$ cat src/hdl/efr_pkg.sv
// ----------------------------------------------------------------------------
// efr_pkg
// shared types and constants of the escaped frame receiver and forwarder
// ----------------------------------------------------------------------------
package efr_pkg;

  localparam int unsigned DEFAULT_FIFO_DEPTH = 5;

  localparam logic [7:0] DELIM_BYTE = 8'h7e;
  localparam logic [7:0] ESC_BYTE   = 8'h7d;

  // register addresses on the configuration port
  localparam logic REG_OWN_ID = 1'b0;

  typedef enum logic [1:0] {
    OP_RX_BYTE = 2'd0,
    OP_POP     = 2'd1,
    OP_SEND    = 2'd2,
    OP_NONE    = 2'd3
  } op_e;

  // one accepted item as handed from the deframer to the emitter
  typedef struct packed {
    logic       tx_en;
    logic [7:0] tx_id;
    logic [7:0] tx_pay;
    logic       tx_esc;
    logic       pop_valid;
    logic       has_data;
    logic [2:0] free_space;
    logic       overflow;
  } job_t;

endpackage

$ cat src/hdl/efr_fifo_mem.sv
// ----------------------------------------------------------------------------
// efr_fifo_mem
// receive fifo storage, one write and one registered read port
// ----------------------------------------------------------------------------
module efr_fifo_mem #(
  parameter  int unsigned FIFO_DEPTH = 5,
  localparam int unsigned PtrW       = (FIFO_DEPTH > 1) ? $clog2(FIFO_DEPTH) : 1
) (
  input  logic            clk_i,
  input  logic            we_i,
  input  logic [PtrW-1:0] waddr_i,
  input  logic [7:0]      wdata_i,
  input  logic            re_i,
  input  logic [PtrW-1:0] raddr_i,
  output logic [7:0]      rdata_o
);

  logic [7:0] mem_q [FIFO_DEPTH];
  logic [7:0] rdata_q;

  always_ff @(posedge clk_i) begin
    if (we_i) begin
      mem_q[waddr_i] <= wdata_i;
    end
  end

  always_ff @(posedge clk_i) begin
    if (re_i) begin
      rdata_q <= mem_q[raddr_i];
    end
  end

  assign rdata_o = rdata_q;

endmodule

$ cat src/hdl/efr_deframer.sv
// ----------------------------------------------------------------------------
// efr_deframer
// receive framing state, fifo pointers and per-item decisions
// ----------------------------------------------------------------------------
module efr_deframer #(
  parameter  int unsigned FIFO_DEPTH = 5,
  localparam int unsigned PtrW       = (FIFO_DEPTH > 1) ? $clog2(FIFO_DEPTH) : 1,
  localparam int unsigned CntW       = $clog2(FIFO_DEPTH + 1)
) (
  input  logic             clk_i,
  input  logic             rst_ni,
  input  logic             accept_i,
  input  logic [1:0]       operation_i,
  input  logic [7:0]       byte_value_i,
  input  logic [7:0]       dest_id_i,
  input  logic [7:0]       own_id_i,
  output efr_pkg::job_t    job_o,
  output logic             mem_we_o,
  output logic [PtrW-1:0]  mem_waddr_o,
  output logic [7:0]       mem_wdata_o,
  output logic             mem_re_o,
  output logic [PtrW-1:0]  mem_raddr_o
);

  import efr_pkg::*;

  localparam int unsigned SumW  = CntW + 1;
  localparam int unsigned FreeW = CntW + 3;

  typedef enum logic [1:0] {
    MODE_WAIT = 2'd0,
    MODE_DATA = 2'd1,
    MODE_ESC  = 2'd2
  } mode_e;

  mode_e           mode_q, mode_d;
  logic            idx_q, idx_d;
  logic [7:0]      fb0_q;
  logic            fb0_we;
  logic [PtrW-1:0] head_q, head_d;
  logic [CntW-1:0] count_q, count_d;
  logic [7:0]      data_v;
  logic [SumW-1:0] wr_sum;
  logic [SumW-1:0] wr_wrap;
  logic [FreeW-1:0] free_full;
  job_t            job;

  assign data_v = (mode_q == MODE_ESC) ? ~byte_value_i : byte_value_i;

  // tail address, head + count wraps at most once
  assign wr_sum  = SumW'(head_q) + SumW'(count_q);
  assign wr_wrap = (wr_sum >= SumW'(FIFO_DEPTH)) ? (wr_sum - SumW'(FIFO_DEPTH)) : wr_sum;

  always_comb begin
    mode_d         = mode_q;
    idx_d          = idx_q;
    fb0_we         = 1'b0;
    head_d         = head_q;
    count_d        = count_q;
    mem_we_o       = 1'b0;
    mem_re_o       = 1'b0;
    job            = '0;
    job.tx_id      = dest_id_i;
    job.tx_pay     = byte_value_i;
    if (accept_i) begin
      case (op_e'(operation_i))
        OP_RX_BYTE: begin
          if (byte_value_i == DELIM_BYTE) begin
            mode_d = MODE_DATA;
            idx_d  = 1'b0;
          end else if (byte_value_i == ESC_BYTE) begin
            mode_d = MODE_ESC;
          end else if (mode_q != MODE_WAIT) begin
            if (!idx_q) begin
              fb0_we = 1'b1;
              idx_d  = 1'b1;
            end else begin
              // frame complete: keep locally or forward
              mode_d = MODE_WAIT;
              idx_d  = 1'b0;
              if (fb0_q == own_id_i) begin
                if (count_q != CntW'(FIFO_DEPTH)) begin
                  mem_we_o = 1'b1;
                  count_d  = count_q + 1'b1;
                end else begin
                  job.overflow = 1'b1;
                end
              end else begin
                job.tx_en  = 1'b1;
                job.tx_id  = fb0_q;
                job.tx_pay = data_v;
              end
            end
          end
        end
        OP_POP: begin
          if (count_q != '0) begin
            mem_re_o      = 1'b1;
            job.pop_valid = 1'b1;
            head_d        = (head_q == PtrW'(FIFO_DEPTH - 1)) ? '0 : head_q + 1'b1;
            count_d       = count_q - 1'b1;
          end
        end
        OP_SEND: begin
          job.tx_en = 1'b1;
        end
        default: ;
      endcase
    end
    job.tx_esc     = (job.tx_pay == DELIM_BYTE) || (job.tx_pay == ESC_BYTE);
    job.has_data   = (count_d != '0);
    job.free_space = free_full[2:0];
  end

  assign free_full   = FreeW'(FIFO_DEPTH) - FreeW'(count_d);
  assign mem_waddr_o = wr_wrap[PtrW-1:0];
  assign mem_wdata_o = data_v;
  assign mem_raddr_o = head_q;
  assign job_o       = job;

  always_ff @(posedge clk_i or negedge rst_ni) begin
    if (!rst_ni) begin
      mode_q  <= MODE_WAIT;
      idx_q   <= 1'b0;
      head_q  <= '0;
      count_q <= '0;
    end else begin
      mode_q  <= mode_d;
      idx_q   <= idx_d;
      head_q  <= head_d;
      count_q <= count_d;
    end
  end

  always_ff @(posedge clk_i) begin
    if (fb0_we) begin
      fb0_q <= data_v;
    end
  end

endmodule

$ cat src/hdl/efr_emitter.sv
// ----------------------------------------------------------------------------
// efr_emitter
// output register, steps through the line bytes of one item
// ----------------------------------------------------------------------------
module efr_emitter (
  input  logic          clk_i,
  input  logic          rst_ni,
  input  logic          load_i,
  input  efr_pkg::job_t job_i,
  input  logic [7:0]    pop_data_i,
  output logic          busy_o,
  output logic          out_valid_o,
  input  logic          out_stall_i,
  output logic          tx_valid_o,
  output logic [7:0]    tx_byte_o,
  output logic          last_o,
  output logic          popped_valid_o,
  output logic [7:0]    popped_byte_o,
  output logic          has_data_o,
  output logic [2:0]    free_space_o,
  output logic          overflow_o
);

  import efr_pkg::*;

  logic       valid_q;
  logic [1:0] k_q;
  job_t       job_q;
  logic [1:0] last_k;
  logic       is_last;
  logic       xfer;

  assign last_k  = !job_q.tx_en ? 2'd0 : (job_q.tx_esc ? 2'd3 : 2'd2);
  assign is_last = (k_q == last_k);
  assign xfer    = valid_q && !out_stall_i;
  assign busy_o  = valid_q && !(xfer && is_last);

  always_ff @(posedge clk_i or negedge rst_ni) begin
    if (!rst_ni) begin
      valid_q <= 1'b0;
      k_q     <= '0;
    end else if (load_i) begin
      valid_q <= 1'b1;
      k_q     <= '0;
    end else if (xfer) begin
      if (is_last) begin
        valid_q <= 1'b0;
      end else begin
        k_q <= k_q + 1'b1;
      end
    end
  end

  always_ff @(posedge clk_i) begin
    if (load_i) begin
      job_q <= job_i;
    end
  end

  always_comb begin
    tx_byte_o = '0;
    if (job_q.tx_en) begin
      case (k_q)
        2'd0:    tx_byte_o = DELIM_BYTE;
        2'd1:    tx_byte_o = job_q.tx_id;
        2'd2:    tx_byte_o = job_q.tx_esc ? ESC_BYTE : job_q.tx_pay;
        default: tx_byte_o = ~job_q.tx_pay;
      endcase
    end
  end

  assign out_valid_o    = valid_q;
  assign tx_valid_o     = job_q.tx_en;
  assign last_o         = is_last;
  assign popped_valid_o = job_q.pop_valid;
  assign popped_byte_o  = job_q.pop_valid ? pop_data_i : 8'h00;
  assign has_data_o     = job_q.has_data;
  assign free_space_o   = job_q.free_space;
  assign overflow_o     = job_q.overflow;

endmodule

$ cat src/hdl/escaped_frame_receiver_forwarder_unit.sv
// ----------------------------------------------------------------------------
// escaped_frame_receiver_forwarder_unit
// byte-stuffed frame receiver with local receive fifo and frame forwarding
// ----------------------------------------------------------------------------
// output: an item's first result is presented in the cycle after its transfer
// throughput: one item per cycle while out_stall_i is low, for items that give a
//   single status result; a forwarded or sent frame holds the output register for
//   3 or 4 line bytes, one per unstalled cycle, paced by the emitter's byte counter
// reset: framing state, fifo pointers and own_id clear; fifo contents stay
//   undefined and are never read before being written, so no clearing pass
module escaped_frame_receiver_forwarder_unit #(
  parameter int unsigned FIFO_DEPTH = efr_pkg::DEFAULT_FIFO_DEPTH
) (
  input  logic        clk_i,
  input  logic        rst_ni,
  // configuration port
  input  logic        psel,
  input  logic        penable,
  input  logic        pwrite,
  input  logic [2:0]  paddr,
  input  logic [31:0] pwdata,
  output logic [31:0] prdata,
  output logic        pready,
  // input channel
  input  logic        in_valid_i,
  output logic        in_stall_o,
  input  logic [1:0]  operation_i,
  input  logic [7:0]  byte_value_i,
  input  logic [7:0]  dest_id_i,
  // output channel
  output logic        out_valid_o,
  input  logic        out_stall_i,
  output logic        tx_valid_o,
  output logic [7:0]  tx_byte_o,
  output logic        last_o,
  output logic        popped_valid_o,
  output logic [7:0]  popped_byte_o,
  output logic        has_data_o,
  output logic [2:0]  free_space_o,
  output logic        overflow_o
);

  import efr_pkg::*;

  localparam int unsigned PtrW = (FIFO_DEPTH > 1) ? $clog2(FIFO_DEPTH) : 1;

  logic [7:0]      own_id_q;
  logic            cfg_wr;
  logic            accept;
  logic            busy;
  job_t            job;
  logic            mem_we;
  logic [PtrW-1:0] mem_waddr;
  logic [7:0]      mem_wdata;
  logic            mem_re;
  logic [PtrW-1:0] mem_raddr;
  logic [7:0]      mem_rdata;

  // configuration: a single register, decoded on the word address bit
  assign pready = 1'b1;
  assign cfg_wr = psel && penable && pwrite && (paddr[2] == REG_OWN_ID);
  assign prdata = (paddr[2] == REG_OWN_ID) ? {24'h0, own_id_q} : 32'h0;

  always_ff @(posedge clk_i or negedge rst_ni) begin
    if (!rst_ni) begin
      own_id_q <= '0;
    end else if (cfg_wr) begin
      own_id_q <= pwdata[7:0];
    end
  end

  // a new item enters while the output register is free or is handing over
  // its final result in this same cycle
  assign in_stall_o = busy;
  assign accept     = in_valid_i && !busy;

  // framing state, fifo pointers; reads and writes of the fifo memory are
  // issued at the item's transfer, so the popped byte is ready with the result
  efr_deframer #(
    .FIFO_DEPTH (FIFO_DEPTH)
  ) u_deframer (
    .clk_i        (clk_i),
    .rst_ni       (rst_ni),
    .accept_i     (accept),
    .operation_i  (operation_i),
    .byte_value_i (byte_value_i),
    .dest_id_i    (dest_id_i),
    .own_id_i     (own_id_q),
    .job_o        (job),
    .mem_we_o     (mem_we),
    .mem_waddr_o  (mem_waddr),
    .mem_wdata_o  (mem_wdata),
    .mem_re_o     (mem_re),
    .mem_raddr_o  (mem_raddr)
  );

  // receive fifo storage; a pop only reads entries written at an earlier
  // transfer, so no forwarding path is needed
  efr_fifo_mem #(
    .FIFO_DEPTH (FIFO_DEPTH)
  ) u_fifo_mem (
    .clk_i   (clk_i),
    .we_i    (mem_we),
    .waddr_i (mem_waddr),
    .wdata_i (mem_wdata),
    .re_i    (mem_re),
    .raddr_i (mem_raddr),
    .rdata_o (mem_rdata)
  );

  // output register and line byte sequencing
  efr_emitter u_emitter (
    .clk_i          (clk_i),
    .rst_ni         (rst_ni),
    .load_i         (accept),
    .job_i          (job),
    .pop_data_i     (mem_rdata),
    .busy_o         (busy),
    .out_valid_o    (out_valid_o),
    .out_stall_i    (out_stall_i),
    .tx_valid_o     (tx_valid_o),
    .tx_byte_o      (tx_byte_o),
    .last_o         (last_o),
    .popped_valid_o (popped_valid_o),
    .popped_byte_o  (popped_byte_o),
    .has_data_o     (has_data_o),
    .free_space_o   (free_space_o),
    .overflow_o     (overflow_o)
  );

endmodule
$ cat config.mk
export PLATFORM = sky130hd
export DESIGN_NAME = escaped_frame_receiver_forwarder_unit
export DESIGN_NICKNAME = d
export VERILOG_FILES = /design/src/hdl/efr_pkg.sv /design/src/hdl/efr_fifo_mem.sv /design/src/hdl/efr_deframer.sv /design/src/hdl/efr_emitter.sv /design/src/hdl/escaped_frame_receiver_forwarder_unit.sv
export SDC_FILE = /design/constraint.sdc
export NUM_CORES = 1
export LEC_CHECK = 0
export ABC_CLOCK_PERIOD_IN_PS = 5000
export BUFFER_PORTS_ARGS = -buffer_cell sky130_fd_sc_hd__buf_2
export CAP_MARGIN = 20
export CORE_UTILIZATION = 40
export DETAILED_ROUTE_END_ITERATION = 10
export PLACE_DENSITY = 0.72
export SLEW_MARGIN = 20
export SYNTH_ARGS = -nofsm -noshare
export SYNTH_HDL_FRONTEND = slang
export SYNTH_SLANG_ARGS = --single-unit
$ cat constraint.sdc
create_clock -name clk_i -period 5 [get_ports clk_i]
set_clock_uncertainty 0.05 [all_clocks]
set_input_delay 0.25 -clock clk_i [delete_from_list [all_inputs] [get_ports clk_i]]
set_output_delay 0.25 -clock clk_i [all_outputs]
set_load 0.01 [all_outputs]
==> impl_results.md, run 1 <==
* Worst setup EP type: register
* Synth area leaders: edfxtp_1, dfrtp_1, mux2_2
* NumNets Final at about 550
* DR pass1 iterations at 5
* Most frequent cell after synthesis: edfxtp_1
* Final Cycle Share at just over 80%
* Lkg Pwr at 2.26 nW
* Largest net degree at the start of global routing at 25
* Worst-path clk slew at around 70 ps
* CP max FO at 11
* Die width at around 120 um
* First-pass GRT wire length at around 17 mm
* Hold Path End: own_id_q[3]$_DFFE_PN0P_
* Sw frac at 35.3%
* Crit path kind: register to register
* Hold Startpoint: pwdata[3]
* Reg-to-Reg Start: u_deframer.mem_raddr_o[1]$_DFFE_PN0P_
* Startpoint type of the worst setup path: register
* F_max at 0.244 GHz
* Htree depth at 3
* Syn Inst Count at roughly 400
* Hold depth at 2
* Initial antenna violation count at 1
* Routed vias at between 3,000 and 4,000
* Gr ovfl total at 0
* Clk network pwr share at about 23%
* Via-to-Cell Ratio at 5.05
* Clock buffer depth at 2
* Min-Delay Path Class: primary input to register
* Syn-to-layout area delta at 13.5%
* Worst reg-to-reg path cell count at 9
* IO Port Bufs at 67
* FF-to-FF setup slack at between 900 and 1000 ps
* Synth Cell Area at between 0.005 and 0.006 mm^2
* RSZ-0062 raised after global routing: false
* Max-slew violations at 0
* Die Height at around 120 um
* Reg power frac at 39.9%
* Actual slew at the worst max-slew pin at a little under 1000 ps
* Final ANT Viol Nets at 0
* DR DRC count at 0
* CTS tree: done
* Number of core rows at ~40
* Reg2Reg Capture Point: u_fifo_mem.mem_q[3][5]$_DFFE_PP_
* Max Cap Viol at 0
* Core area at ~0.013 mm^2
* Tot GR Track Use at between 15 and 20%
* Detailed Place HPWL at approximately 7.8 mm
* Ys async rst share at approximately a fifth
* Placer Congestion at around 0.80
* Yosys warns at 0
* Iter 0 DRT Violations at approximately 280
* Final setup fails at 0
* Relative slew slack at between 30% and 40%
* Post-Route WL at between 10 and 15 mm
* Crit path arrival time at roughly 4000 ps
* CTS sink cnt at 100
* Share of cells above drive strength 1 at approximately 28%
* Skew-Pair Late Insertion Delay at 350 ps
* Synthesized flop and latch total at 100
* Top cell type's share of synthesized area at between 40 and 50%
* Reported net switching power at 0.00103 W
* Combinational power share at between 30% and 40%
* EDFF count, synth at 80
* Status: completed
* Library cells used by synthesis at slightly above 60
* Sequential share of the synthesized area at a little under three fifths
* Total negative slack at 0 ps
* Fillers at ~1,100
* I/O Pins at around 120
* Syn Area/Cell at roughly 13 um^2
* Clock Tree Root: clkbuf_16
* VDD IR-drop max at 176 uV
* Post-layout power at roughly 0.003 W
* Initial Util at between 40% and 50%
* Final Hold Fails at 0
* Primary FF master, synth: edfxtp_1
* Postcts setup bufs at 0
* Synth top cells by count: edfxtp_1, buf_4, mux2_2
* Diodes inserted at 0
* Pwr dens at 496 mW/mm^2
* Inserted Clock Buffers at 9
* Pint at approximately 0.0019 W
* Crit path time final at 4100 ps
* Drt wl/cell at 16.3 um
* Critical Path RT at between 4000 and 5000 ps
* DIE AREA at about 0.013 mm^2
* Top cell type by total area after synthesis: edfxtp_1
* Post-layout util at between 40% and 50%
* Vias in the first global route at ~3,200
## metal layers
layer / share of wire, % / up-vias / track usage, %
met5: 0 / - / 0
met4: 1.6 / 0 / 7.35
met3: 6.0 / 12 / 3.71
met2: 50 / 118 / 28.0
met1: 42 / 1573 / 20.9
li1: - / 1559 / -
## worst max-delay path: stages (launching register included)
cell and delay, ps:
dfrtp_1 680, inv_1 210, fa_1 680, ha_1 220
nand2b_1 90, a221o_1 310, a221oi_2 510, xnor2_1 210
nand3_1 130, nor2_1 630
## logic make-up (layout without fill, tap and decap cells)
group	count (synthesis)	in the layout	share of synthesized area, %
mux	32	32	8.67
fa+ha+maj	16	16	4.00
other cells	2	25	0.145
xor+xnor	29	29	5.04
simple gates	98	98	10.5
flops	100	100	55.9
compound gates	65	65	9.23
buf+inv	59	109	6.55
## registers in the layout (all words and copies together), names as in the netlist
signal and flops:
u_fifo_mem.mem_q 40, u_emitter.job_q 17, own_id_q 8, u_deframer.fb0_q 8, u_fifo_mem.rdata_o 8, u_deframer.count_q 3
u_deframer.mem_raddr_o 3, u_emitter.free_space_o 3, u_deframer.mode_q 2, u_emitter.k_q 2, u_deframer.idx_q 1, u_emitter.has_data_o 1
u_emitter.out_valid_o 1, u_emitter.overflow_o 1, u_emitter.popped_valid_o 1, u_emitter.tx_valid_o 1
## power groups by stage
stage | Sequential (W) | Clock, W | Combinational (W)
2_1_floorplan | 0.00112 | 0 | 0.000895
3_3_place_gp | 0.00117 | 0 | 0.00105
3_5_place_dp | 0.00118 | 0 | 0.00110
4_1_cts | 0.00117 | 0.000675 | 0.00111
5_1_grt | 0.00118 | 0.000706 | 0.00124
6_report | 0.00116 | 0.000658 | 0.00110
## cell usage in the layout, fill, tap and decap left out, types with 2 or more instances in the layout
master       n
a211oi_1     3
a21oi_1     14
a221o_1      2
a221oi_1     7
a22o_1       3
and2_1      10
and3_1       2
buf_2       67
buf_4        5
clkbuf_16    9
clkinvlp_4   3
conb_1      25
dfrtp_1     20
edfxtp_1    80
ha_1        15
inv_1       19
inv_8        2
mux2_2      24
mux4_2       8
nand2_1     18
nand2b_1     4
nand3_1      7
nand4_1      3
nor2_1      16
nor2b_1     15
nor3_1       6
nor4_1       3
o21ai_0     18
or2_2        3
or4_1        2
xnor2_1     20
xor2_1       8
## how the worst max path moves through the flow
stage	start	endpoint	slack [ps]	cells after the start
after global routing	u_deframer.mem_raddr_o[1]$_DFFE_PN0P_	u_fifo_mem.mem_q[3][5]$_DFFE_PP_	540	9
after floorplan	u_deframer.mem_raddr_o[1]$_DFFE_PN0P_	u_fifo_mem.mem_q[2][0]$_DFFE_PP_	1300	10
after global placement	u_deframer.mem_raddr_o[1]$_DFFE_PN0P_	u_fifo_mem.mem_q[3][4]$_DFFE_PP_	1060	9
final	u_deframer.mem_raddr_o[1]$_DFFE_PN0P_	u_fifo_mem.mem_q[3][5]$_DFFE_PP_	900	9
after CTS	u_deframer.mem_raddr_o[1]$_DFFE_PN0P_	u_fifo_mem.mem_q[3][5]$_DFFE_PP_	850	9
after detailed placement	u_deframer.mem_raddr_o[1]$_DFFE_PN0P_	u_fifo_mem.mem_q[3][5]$_DFFE_PP_	910	9
## metrics by stage
stage	setup WS, ps	hold WS, ps	cells	area (um^2)
finish	902	80.1	646	5900
global route	540	85.5	646	5900
CTS	851	73.9	646	5900
detailed placement	911	195	629	5600
global placement	1060	189	629	5600
floorplan	1300	-95.6	424	5280
## final cells by class
class / instances / area, um^2 / area share (%)
multi-input combinational: 265 / 2040 / 34.5
tap: 172 / 215 / 3.65
clock inverter: 7 / 58.8 / 0.997
sequential: 100 / 2900 / 49.2
timing repair buffer: 73 / 383 / 6.49
inverter: 20 / 75.1 / 1.27
clock buffer: 9 / 225 / 3.82
## what timing repair did
item | in CTS | in global routing
hold buffers | 1 | 0
resized for setup | 0 | 0
hold endpoints to repair | 20 | 0
setup endpoints to repair | 0 | 0
(Power assumes the default switching activity.)
==> inputs of run 2 (changes only) <==
--- a/config.mk
+++ b/config.mk
@@ -5,12 +5,12 @@
 export SDC_FILE = /design/constraint.sdc
 export NUM_CORES = 1
 export LEC_CHECK = 0
-export ABC_CLOCK_PERIOD_IN_PS = 5000
+export ABC_CLOCK_PERIOD_IN_PS = 3350
 export BUFFER_PORTS_ARGS = -buffer_cell sky130_fd_sc_hd__buf_2
 export CAP_MARGIN = 20
 export CORE_UTILIZATION = 40
 export DETAILED_ROUTE_END_ITERATION = 10
-export PLACE_DENSITY = 0.72
+export PLACE_DENSITY = 0.75
 export SLEW_MARGIN = 20
 export SYNTH_ARGS = -nofsm -noshare
 export SYNTH_HDL_FRONTEND = slang
==> constraint.sdc (replaced) <==
create_clock -name clk_i -period 3.35 [get_ports clk_i]
set_clock_uncertainty 0.05 [all_clocks]
set_input_delay 0.1675 -clock clk_i [delete_from_list [all_inputs] [get_ports clk_i]]
set_output_delay 0.1675 -clock clk_i [all_outputs]
set_load 0.01 [all_outputs]
==> impl_results.md, run 2 (synthesis gave the netlist of run 1 again) <==
* Initial Util at 41.1% (unchanged)
* Die width at 116 um (unchanged)
* Detailed Place HPWL at 7.75 mm (-0.34%)
* Worst reg-to-reg path cell count at 11 (+2)
* Top flop regs: u_fifo_mem.mem_q: 40 flops, u_emitter.job_q: 17 flops
* Relative slew slack at 36.9% (+1.0 points)
* Lkg Pwr at 2.36 nW (+4.3%)
* Clock buffer depth at 2 (unchanged)
* Slowest cell delay on critical path at 470 ps (-210 ps)
* Hold depth at 2 (unchanged)
* Critical path cell sequence: ha_2 -> inv_1 -> fa_2 -> ha_1 -> nand2b_1 -> a221o_1 -> a221oi_4 -> xnor2_2 -> nor4_4 -> nor2b_4 -> buf_12
* CTS tree: done
* CTS sink cnt at 100 (unchanged)
* Vias in the first global route at 3,250 (+1.7%)
* Inserted Clock Buffers at 9 (unchanged)
* Post-layout power at 0.00469 W (+61%)
* Slowest CP cell: fa_2
* Critical Path RT at 3360 ps (-1560 ps)
* F_max at 0.307 GHz (+26%)
* Crit path arrival time at 3260 ps (-760 ps)
* WP depth at 11 (+2)
* Design Area, Final at 0.00612 mm^2 (+3.7%)
* DR pass1 iterations at 5 (unchanged)
* Crit path kind: register to register
* Most common cell after layout, fill and taps aside: edfxtp_1
* Number of core rows at 41 (unchanged)
* Via-to-Cell Ratio at 5.05 (about the same)
* Syn-to-layout area delta at 17.8%
* Placer Congestion at 0.904 (+13%)
* Worst setup EP type: register
* DR DRC count at 0 (unchanged)
* Routed vias at 3,317 (+1.7%)
* Skew-Pair Late Insertion Delay at 350 ps (about the same)
* Core area at 0.0126 mm^2 (unchanged)
* Clock Tree Root: clkbuf_16
* Most flop-heavy register: u_fifo_mem.mem_q
* VDD IR-drop max at 437 uV (+150%)
* Htree depth at 3 (unchanged)
* Actual slew at the worst max-slew pin at 935 ps (-25.9 ps)
* I/O Pins at 119 (unchanged)
* Initial antenna violation count at 0 (-1)
* Tot GR Track Use at 16.6% (-0.12 points)
* Final setup fails at 0 (unchanged)
* Worst Slack Setup Final at 97.8 ps (-804 ps)
* Drt wl/cell at 16.1 um (-1.0%)
* CP max FO at 8 (-3)
* Pre-CTS setup slack at 68.9 ps (-842 ps)
* Largest net degree at the start of global routing at 21 (-16%)
* Startpoint type of the worst setup path: register
* Min-Delay Path Class: primary input to register
* DIE AREA at 0.0134 mm^2 (unchanged)
* Most frequent cells in the layout: edfxtp_1, buf_2, conb_1
* Placed instance area at 0.00572 mm^2 (+2.1%)
* Iter 0 DRT Violations at 295 (+3.9%)
* First-pass GRT wire length at 16.6 mm (-0.25%)
* Gr ovfl total at 0 (unchanged)
* Post-layout util at 48.5% (+1.7 points)
* IO Port Bufs at 67 (unchanged)
* Final Cycle Share at 97.1% (+15 points)
* Max reg flops at 40 (unchanged)
* Share of cells above drive strength 1 at 31.8% (+3.3 points)
* Post-Route WL at 10.6 mm (+0.68%)
* Final Hold Fails at 0 (unchanged)
* Status: completed
* NumNets Final at 556 (+2.0%)
* Crit path time final at 3250 ps (-846 ps)
* Max-slew violations at 0 (unchanged)
* Max Cap Viol at 0 (unchanged)
* Fin cells at 657 (+1.7%)
* Worst path bufs/invs at 2 (+1)
* Worst-path clk slew at 70 ps (about the same)
* Cell family with the largest share of critical-path delay: adder cells
* Placed Cells at 636 (+1.1%)
* Diodes inserted at 0 (unchanged)
* Final ANT Viol Nets at 0 (unchanged)
* Die Height at 116 um (unchanged)
* Pwr dens at 767 mW/mm^2 (+55%)
==> run 2: changes by cell type in the layout (fill, tap and decap cells not counted), moves of 2 or more <==
| cell | before | now |
|---|---|---|
| nor2b_4 | 0 | 2 |
| buf_4 | 5 | 10 |
| dlygate4sd3_1 | 1 | 3 |
| nor2b_1 | 15 | 12 |
| buf_12 | 0 | 4 |
| clkinvlp_4 | 3 | 0 |
==> run 2: through the flow <==
stage / TNS (ps) / hold slack [ps]
2_1_floorplan: 0 / -178
3_5_place_dp: 0 / 120
3_3_place_gp: 0 / 106
4_1_cts: 0 / 0.459
5_1_grt: -587 / 1.17
6_report: 0 / 3.32
==> run 2: path summary, 6_finish.rpt <==
kind,start,endpoint,slack (ps)
max in group asynchronous,rst_ni,u_deframer.mem_raddr_o[0]$_DFFE_PN0P_,2620
setup reg to reg,u_deframer.mem_raddr_o[0]$_DFFE_PN0P_,u_fifo_mem.mem_q[4][5]$_DFFE_PP_,100
min in group asynchronous,rst_ni,own_id_q[5]$_DFFE_PN0P_,280
setup / recovery,u_deframer.mem_raddr_o[0]$_DFFE_PN0P_,u_fifo_mem.mem_q[4][5]$_DFFE_PP_,100
hold reg to reg,u_fifo_mem.mem_q[4][6]$_DFFE_PP_,u_fifo_mem.rdata_o[6]$_DFFE_PP_,500
hold / removal,pwdata[5],own_id_q[5]$_DFFE_PN0P_,3
==> run 2: power by group <==
part           internal (W)  switching (W)
Sequential          0.00155       0.000156
Clock              0.000593       0.000476
Combinational      0.000887        0.00103
==> run 2: layout make-up <==
class	count	area, um^2
Clock inverter	7	80.1
Timing Repair Buffer	84	520
Fill cell	1127	6500
Clock buffer	9	225
Sequential cell	100	2900
Multi-Input combinational cell	265	2100
Inverter	20	75.1
Tap cell	172	215
==> run 2: routing by layer <==
layer	GRT usage [%]	part of all wire, %	vias up
met5	0	0	-
met4	6.58	2.0	0
met3	4.03	5.8	14
met2	28.1	51	115
met1	20.5	41	1609
li1	-	-	1579
==> run 2: worst reg2reg max path: stages, from the launching register on <==
cell	delay, ps
dfrtp_1	380
ha_2	190
inv_1	70
fa_2	470
ha_1	190
nand2b_1	150
a221o_1	330
a221oi_4	330
xnor2_2	130
nor4_4	310
nor2b_4	230
buf_12	140
==> run 2: timing repair <==
action / CTS / global route
setup buffers: 0 / 2
gates resized for setup: 0 / 6
hold endpoints to repair: 22 / 0
setup endpoints to repair: 0 / 32
hold buffers: 3 / 0
